`src/sv/tli_pkg.sv`:
```
// Shared types and constants for the table linear interpolator.
package tli_pkg;

  localparam int DATA_W          = 32;
  localparam int TABLE_DEPTH_DEF = 64;
  localparam int MUL_STEPS       = 32;
  localparam int DIV_STEPS       = 64;
  localparam int STEP_W          = 7;

  localparam logic [1:0] ACT_CLEAR  = 2'd0;
  localparam logic [1:0] ACT_APPEND = 2'd1;
  localparam logic [1:0] ACT_QUERY  = 2'd2;

  localparam logic [1:0] STAT_DONE  = 2'd0;
  localparam logic [1:0] STAT_FULL  = 2'd1;
  localparam logic [1:0] STAT_EMPTY = 2'd2;

  typedef enum logic [2:0] {
    S_IDLE,
    S_FIRST,
    S_WALK,
    S_DECIDE,
    S_CALC,
    S_OUT
  } seq_state_t;

  typedef enum logic [1:0] {
    MD_IDLE,
    MD_MUL,
    MD_DIV
  } md_state_t;

endpackage

```
`src/sv/tli_muldiv.sv`:
```
// Unsigned floor(a*b/d): shift-add multiply then restoring divide on one shared adder.
module tli_muldiv (
  input  logic                        clk,
  input  logic                        rst,
  input  logic                        go,
  input  logic [tli_pkg::DATA_W-1:0]  mcand,
  input  logic [tli_pkg::DATA_W-1:0]  mplier,
  input  logic [tli_pkg::DATA_W-1:0]  divisor,
  output logic                        done,
  output logic [tli_pkg::DATA_W-1:0]  quotient
);

  localparam int W = tli_pkg::DATA_W;

  tli_pkg::md_state_t        md_state, md_state_next;
  logic [2*W-1:0]            prod, prod_next;
  logic [W-1:0]              mpl, mpl_next;
  logic [W-1:0]              mc, mc_next;
  logic [W-1:0]              dv, dv_next;
  logic [W-1:0]              rem, rem_next;
  logic [tli_pkg::STEP_W-1:0] step, step_next;
  logic                      done_next;

  // shared adder / subtractor
  logic [2*W-1:0] opa, opb;
  logic           sub;
  logic [2*W:0]   sum;
  logic [W:0]     rshift;

  assign rshift = {rem, prod[2*W-1]};

  always_comb begin
    opa = '0;
    opb = '0;
    sub = 1'b0;
    if (md_state == tli_pkg::MD_DIV) begin
      opa = {{(W-1){1'b0}}, rshift};
      opb = {{W{1'b0}}, dv};
      sub = 1'b1;
    end else begin
      opa = {prod[2*W-2:0], 1'b0};
      opb = mpl[W-1] ? {{W{1'b0}}, mc} : '0;
    end
    sum = {1'b0, opa} + {1'b0, (sub ? ~opb : opb)} + {{(2*W){1'b0}}, sub};
  end

  always_comb begin
    md_state_next = md_state;
    prod_next     = prod;
    mpl_next      = mpl;
    mc_next       = mc;
    dv_next       = dv;
    rem_next      = rem;
    step_next     = step;
    done_next     = 1'b0;
    case (md_state)
      tli_pkg::MD_IDLE: begin
        if (go) begin
          prod_next     = '0;
          mpl_next      = mplier;
          mc_next       = mcand;
          dv_next       = divisor;
          rem_next      = '0;
          step_next     = '0;
          md_state_next = tli_pkg::MD_MUL;
        end
      end
      tli_pkg::MD_MUL: begin
        prod_next = sum[2*W-1:0];
        mpl_next  = {mpl[W-2:0], 1'b0};
        if (step == tli_pkg::STEP_W'(tli_pkg::MUL_STEPS - 1)) begin
          step_next     = '0;
          md_state_next = tli_pkg::MD_DIV;
        end else begin
          step_next = step + 1'b1;
        end
      end
      tli_pkg::MD_DIV: begin
        // carry out set means the shifted remainder reached the divisor
        rem_next  = sum[2*W] ? sum[W-1:0] : rshift[W-1:0];
        prod_next = {prod[2*W-2:0], sum[2*W]};
        if (step == tli_pkg::STEP_W'(tli_pkg::DIV_STEPS - 1)) begin
          done_next     = 1'b1;
          md_state_next = tli_pkg::MD_IDLE;
        end else begin
          step_next = step + 1'b1;
        end
      end
      default: md_state_next = tli_pkg::MD_IDLE;
    endcase
  end

  always_ff @(posedge clk) begin
    if (rst) begin
      md_state <= tli_pkg::MD_IDLE;
      done     <= 1'b0;
    end else begin
      md_state <= md_state_next;
      done     <= done_next;
    end
  end

  always_ff @(posedge clk) begin
    prod <= prod_next;
    mpl  <= mpl_next;
    mc   <= mc_next;
    dv   <= dv_next;
    rem  <= rem_next;
    step <= step_next;
  end

  assign quotient = prod[W-1:0];

endmodule
```
`config.mk`:
```
export PLATFORM = sky130hd
export DESIGN_NAME = tli_muldiv
export DESIGN_NICKNAME = d
export VERILOG_FILES = /design/src/sv/tli_pkg.sv /design/src/sv/tli_muldiv.sv
export SDC_FILE = /design/constraint.sdc
export NUM_CORES = 1
export LEC_CHECK = 0
export BUFFER_PORTS_ARGS = -buffer_cell sky130_fd_sc_hd__buf_2
export CAP_MARGIN = 20
export CORE_UTILIZATION = 45
export DETAILED_ROUTE_END_ITERATION = 6
export GPL_ROUTABILITY_DRIVEN = 0
export MAX_ROUTING_LAYER = met4
export PLACE_DENSITY = 0.63
export RECOVER_POWER = 25
export REMOVE_ABC_BUFFERS = 1
export SYNTH_ARGS = -nofsm -noshare
export SYNTH_HDL_FRONTEND = slang
export SYNTH_SLANG_ARGS = --single-unit
```
`constraint.sdc`:
```
create_clock -name clk -period 12.81 [get_ports clk]
set_clock_uncertainty 0.15 [all_clocks]
set_input_delay 2.562 -clock clk [delete_from_list [all_inputs] [get_ports clk]]
set_output_delay 2.562 -clock clk [all_outputs]
set_load 0.02 [all_outputs]
```
Word level (Yosys, flattened, before mapping) --
Cells that the tools add are included.
Cells by class: add/sub/neg operators 3, $mul 0, div/mod/pow operators 0, magnitude comparators 0, eq/ne operators 8, shift operators 0, mux-type cells 21, bitwise gates (word level) 2, reduce and logical (&&, ||, !) cells 11
Operators by type and width (number):
- 2-to-1 mux 64 bit | 3
- one-hot mux 64 bit (3 select lines) | 1
- 2-to-1 mux 32 bit | 5
- one-hot mux 32 bit (2 select lines) | 2
- adder 64 x 64 -> 65 bit | 1
- adder 65 x 1 -> 65 bit | 1
- NOT 64 bit | 1
- 2-to-1 mux 7 bit | 3
- one-hot mux 7 bit (3 select lines) | 1
- AND reduction 2 bit | 4
- adder 7 x 1 -> 7 bit, second input constant | 1
- equality test 7 x 5 -> 1 bit, second input constant | 1
- equality test 7 x 6 -> 1 bit, second input constant | 1
- 2-to-1 mux 2 bit | 3
- != test 2 bit, second input constant | 3
- one-hot mux 2 bit (3 select lines) | 1
- AND reduction 3 bit | 2
- nonzero test 2 bit | 2
- nonzero test 3 bit | 1
- equality test 2 x 1 -> 1 bit, second input constant | 1
- equality test 2 bit, second input constant | 1
- logical NOT 2 bit | 1
- 2-to-1 mux 1 bit | 2
- != test 2 x 1 -> 1 bit, second input constant | 1
- 2 further kinds | 2
Storage, ports and cells: flip-flop bits (word level) 202, latch bits 0, RAM bits 0, bits in read-only memories 0, output and inout port bits 33, word-level logic and storage cells 53, memories kept 0

Logic depth before layout (Yosys ltp) --
word-level depth 8, depth in mapped cells 22, gate-level depth less buffers 16

Worst setup path after synthesis --
OpenSTA, ideal clock, no wires.
kind input to register, start in go, end reg step[0] in the netlist's numbering (enable), data arrival time 5.793 ns, data required time 12.335 ns, path slack 6.542 ns, stages 3, cell sequence nor2b_1 > nor2_1 > o21a_1
On the way: word-level cells in the longest chain between the ends 2
RTL lines:
- from (decl) | line tli_muldiv.sv:5 | input logic go,
- != test 2 bit (no source line)
- AND reduction 3 bit (no source line)
- to (signal assigned) | line tli_muldiv.sv:109 | step <= step_next;
- to (decl) | line tli_muldiv.sv:21 | logic [tli_pkg::STEP_W-1:0] step, step_next;
No other way between the ends. A chain may end at the register's enable or synchronous reset.

Worst setup path in the final report --
start reg md_state[0], end reg prod[56], data pin
On the way: word-level cells in the longest chain between the ends 7, elaborated cells on any way between the ends 11
RTL lines:
- from (decl) | line tli_muldiv.sv:15 | tli_pkg::md_state_t md_state, md_state_next;
- from (signal assigned) | line tli_muldiv.sv:95 | md_state <= tli_pkg::MD_IDLE;
- from (signal assigned) | line tli_muldiv.sv:98 | md_state <= md_state_next;
- equality test 2 bit | line tli_muldiv.sv:36, tli_muldiv.sv:56
- 2-to-1 mux 32 bit | line tli_muldiv.sv:36 | if (md_state == tli_pkg::MD_DIV) begin
- NOT 64 bit | line tli_muldiv.sv:44 | sum = {1'b0, opa} + {1'b0, (sub ? ~opb : opb)} + {{(2*W){1'b0}}, sub};
- 2-to-1 mux 64 bit | line tli_muldiv.sv:44
- adder 64 x 64 -> 65 bit | line tli_muldiv.sv:44
- adder 65 x 1 -> 65 bit | line tli_muldiv.sv:44
- one-hot mux 64 bit (3 select lines) * | line tli_muldiv.sv:56 | case (md_state)
- net prod_next[56] | line tli_muldiv.sv:16 | logic [2*W-1:0] prod, prod_next;
- to (signal assigned) | line tli_muldiv.sv:104 | prod <= prod_next;
- to (decl) | line tli_muldiv.sv:16
The timed path passes the listed nets; every way through them passes the cells marked *.

==> summary.md <==
| Metric | Value |
|---|---|
| Status | `finished, violations left` |
| Violations in the final reports | `capacitance limit, slew limit` |
| Tot GR Track Use | `0.2323` |
| Flop pwr share | `0.405` |
| Sequential share of the synthesized area | `0.4879` |
| CTS buffer count | `23` |
| Clock-pin slew on the worst setup and hold paths | `0.07 ns` |
| Max cap viols | `1` |
| Row cnt | `60` |
| Post-Synth XOR/XNOR Area | `0.02407` |
| Count leader, synth | `edfxtp_1` |
| TritonCTS clock tree | `built` |
| P_int | `1.550 mW` |
| ANT nets after route | `0` |
| First-pass GRT wire length | `50500 um` |
| Worst rel slew slack | `-0.09329` |
| Postcts setup bufs | `0` |
| Pleak | `5.161 nW` |
| Setup CP Type | `flip-flop to flip-flop` |
| Vias in the first global route | `9165` |
| Gate power share | `0.325` |
| R2R depth | `18` |
| Synth Area per Inst | `10.34 um^2` |
| Power Dens Cells | `174.6 nW/um^2` |
| First-pass iteration count of the detailed router | `6` |
| Max Slew Vio Count | `19` |
| Final setup fails | `0` |
| Arrival @ worst endpoint | `5.87 ns` |
| Congestion Overflow GR | `0` |
| YS warnings | `0` |
| Initial antenna violation count | `0` |
| Number of synthesized register bits | `202` |
| Final Hold Viols | `0` |
| Share of layout cells above drive strength 1 | `0.1972` |
| End of the worst register-to-register path | `prod[56]` |
| Hold Crit Depth | `1` |
| # fillers | `2411` |
| Setup TNS | `0 ns` |
| Per-cell routed wire length | `19.55 um` |
| Pin count of the biggest net entering global routing | `65` |
| Ys async rst share | `0` |
| Sw frac | `0.3577` |
| Post-synth top area cell | `edfxtp_1` |
| Fmax | `176.8 MHz` |
| Critical R2R Launch | `md_state[0]` |
| CP max stage cell | `a311oi_1` |
| Period minus WS final | `5.656 ns` |
| Hold WS | `0.3923 ns` |
| Top cell type's share of synthesized area | `0.4830` |
| Critical path's largest stage delay | `0.85 ns` |
| Total Wirelength | `31750 um` |
| PortBufs | `131` |
| Reg2Reg Setup Slack | `7.15 ns` |
| Drt drc | `0` |
| Simple-gate share of the synthesized area | `0.1319` |
| Net Sw Power | `0.8628 mW` |
| Starting Density | `0.4591` |
| Post-synthesis mux area share | `0.08141` |
| Via/cell ratio | `5.932` |
| CP bufs+invs | `4` |
| Clock share of power | `0.270` |
| Clock sink count | `202` |
| Root buffer cell | `clkbuf_16` |
| CP Launch Type | `flip-flop` |
| Main combinational cell family by area after synthesis | `compound AO/OA/AOI/OAI gates` |
| Die ar. | `28160 um^2` |
| Primary FF master, synth | `edfxtp_1` |
| Overall Power | `2.412 mW` |
| Clock buffer depth | `3` |
| Cell area after synthesis | `12370 um^2` |
| CP Cell Sequence | `inv_1 > ha_2 > buf_4 > inv_1 > buf_4 > and3_1 > a21oi_1 > a32o_1 > fa_1 > a211oi_1 > o21a_1 > a211o_1 > a311o_1 > nand2_1 > a311oi_1 > o21ai_0 > a211o_1 > nand3_1` |
| Worst-margin pin slew | `1.634 ns` |
| Hpwl dp | `21520 um` |
| # nets final | `1406` |
| Unrepaired setup endpoints after global routing | `no` |
| Htree depth | `1` |
| Hold_sp | `mpl[8]` |
| Worst Path Max Fanout | `57` |
| Post-Synth Adder-Cell Area | `0.03904` |
| Die span in x | `167.8 um` |
| Top delay family on crit path | `compound AO/OA/AOI/OAI gates` |
| Worst-Skew Late Latency | `0.52 ns` |
| Hold Path Class | `flip-flop to flip-flop` |
| Worst Slack Setup Final | `7.154 ns` |
| Synthesis-to-layout area growth | `11.67%` |
| Max VDD drop | `0.1117 mV` |
| Synth area leaders | `edfxtp_1 48%, mux2_2 5.6%, o21ai_0 3.8%` |
| Synth unique cells | `63` |
| Post-synthesis compound-gate area fraction | `0.1857` |
| Post-CTS Resized | `0` |
| Cts hold-fix bufs | `0` |
| Hold EP | `mpl[9]` |
| IO Count | `132` |
| Routed via count | `9633` |
| Initial drt markers | `987` |
| Pre-CTS setup slack | `7.217 ns` |
| Data required time of the worst path | `13.02 ns` |
| Fin crit share | `0.4415` |
| Die Y | `167.8 um` |
| Inserted Diodes | `0` |
| EDFF count, synth | `199` |
| Placeable Area | `26950 um^2` |
| Syn Inst Count | `1197` |
| Commonest cells in the netlist | `199 x edfxtp_1, 99 x nand2_1, 94 x o21ai_0` |
| CP endpoint kind | `flip-flop` |
==> area by class of cell <==
cell class | instances | area, um^2 | area share
Sequential cell | 202 | 6036 | 0.4369
Multi-Input combinational cell | 865 | 5744 | 0.4158
Timing Repair Buffer | 147 | 769.5 | 0.05570
Clock buffer | 28 | 614.3 | 0.04447
Tap cell | 341 | 426.7 | 0.03088
Clock inverter | 11 | 112.6 | 0.008151
Inverter | 30 | 112.6 | 0.008151
==> cells by family (layout without fill, tap and decap cells) <==
kind of cell,Yosys count,count (layout)
compound gates,358,358
buf+inv,130,216
flops,202,202
fa+ha+maj,38,38
xor+xnor,34,34
simple gates,342,342
mux,93,93
==> power by group through the flow <==
stage,Clock (mW),Sequential (mW),Combinational (mW)
floorplan,0,0.988,0.538
global placement,0,0.985,0.773
detailed placement,0,0.986,0.779
CTS,0.662,0.974,0.784
global route,0.688,0.991,0.862
finish,0.652,0.976,0.785
==> registers in the layout, summed over array words and instances (netlist names) <==
signal	cells
prod	64
mpl	32
mc	32
step	7
md_state	2
rem	32
dv	32
done	1
==> worst register-to-register path: stages, from the launching register on <==
cell      delay (ns)
dfxtp_1         0.37
inv_1           0.13
ha_2            0.20
buf_4           0.31
inv_1           0.12
buf_4           0.47
and3_1          0.25
a21oi_1         0.08
a32o_1          0.27
fa_1            0.42
a211oi_1        0.31
o21a_1          0.26
a211o_1         0.23
a311o_1         0.27
nand2_1         0.14
a311oi_1        0.85
o21ai_0         0.25
a211o_1         0.35
nand3_1         0.09
==> how the worst max path moves through the flow <==
stage / from / to / cells past startpoint
final: md_state[0] / prod[56] / 18
after global routing: md_state[0] / prod[48] / 18
after floorplan: md_state[0] / rem[0] / 16
after detailed placement: md_state[0] / rem[0] / 19
after CTS: md_state[0] / rem[0] / 19
after global placement: md_state[0] / rem[0] / 19
==> routing by layer <==
metal  up-vias  GRT usage  part of all wire
met5         -          -                 0
met1      4595     0.3178              0.46
li1       4617          -                 -
met3        58    0.03032             0.067
met4         0    0.06741             0.022
met2       363     0.3620              0.45
==> cell usage in the layout, fill, tap and decap left out, types with 6 or more instances in the layout <==
cell and instances:
a211oi_1 9, a21boi_0 8, a21o_1 22, a21oi_1 86
a22oi_1 31, a31oi_1 14, a41oi_1 6, and2_1 10
and3_1 8, buf_2 129, buf_4 15, clkbuf_1 6
clkbuf_16 23, edfxtp_1 199, ha_1 34, inv_1 29
mux2_2 61, mux2i_1 32, nand2_1 99, nand3_1 33
nand4_1 18, nor2_1 88, nor2b_1 36, nor3_1 16
o211ai_1 15, o21a_1 7, o21ai_0 92, o31a_1 6
o31ai_1 6, or3_1 10, xnor2_1 18, xor2_1 16
==> per-stage QoR <==
stage          area [um^2]  utilization  instances
3_3_place_gp         13100       0.4862       1585
2_1_floorplan        11870            -       1097
6_report             13820       0.5126       1624
4_1_cts              13830       0.5131       1624
5_1_grt              13820       0.5126       1624
3_5_place_dp         13100       0.4862       1585
No activity file was read; power rests on OpenSTA's default activity.
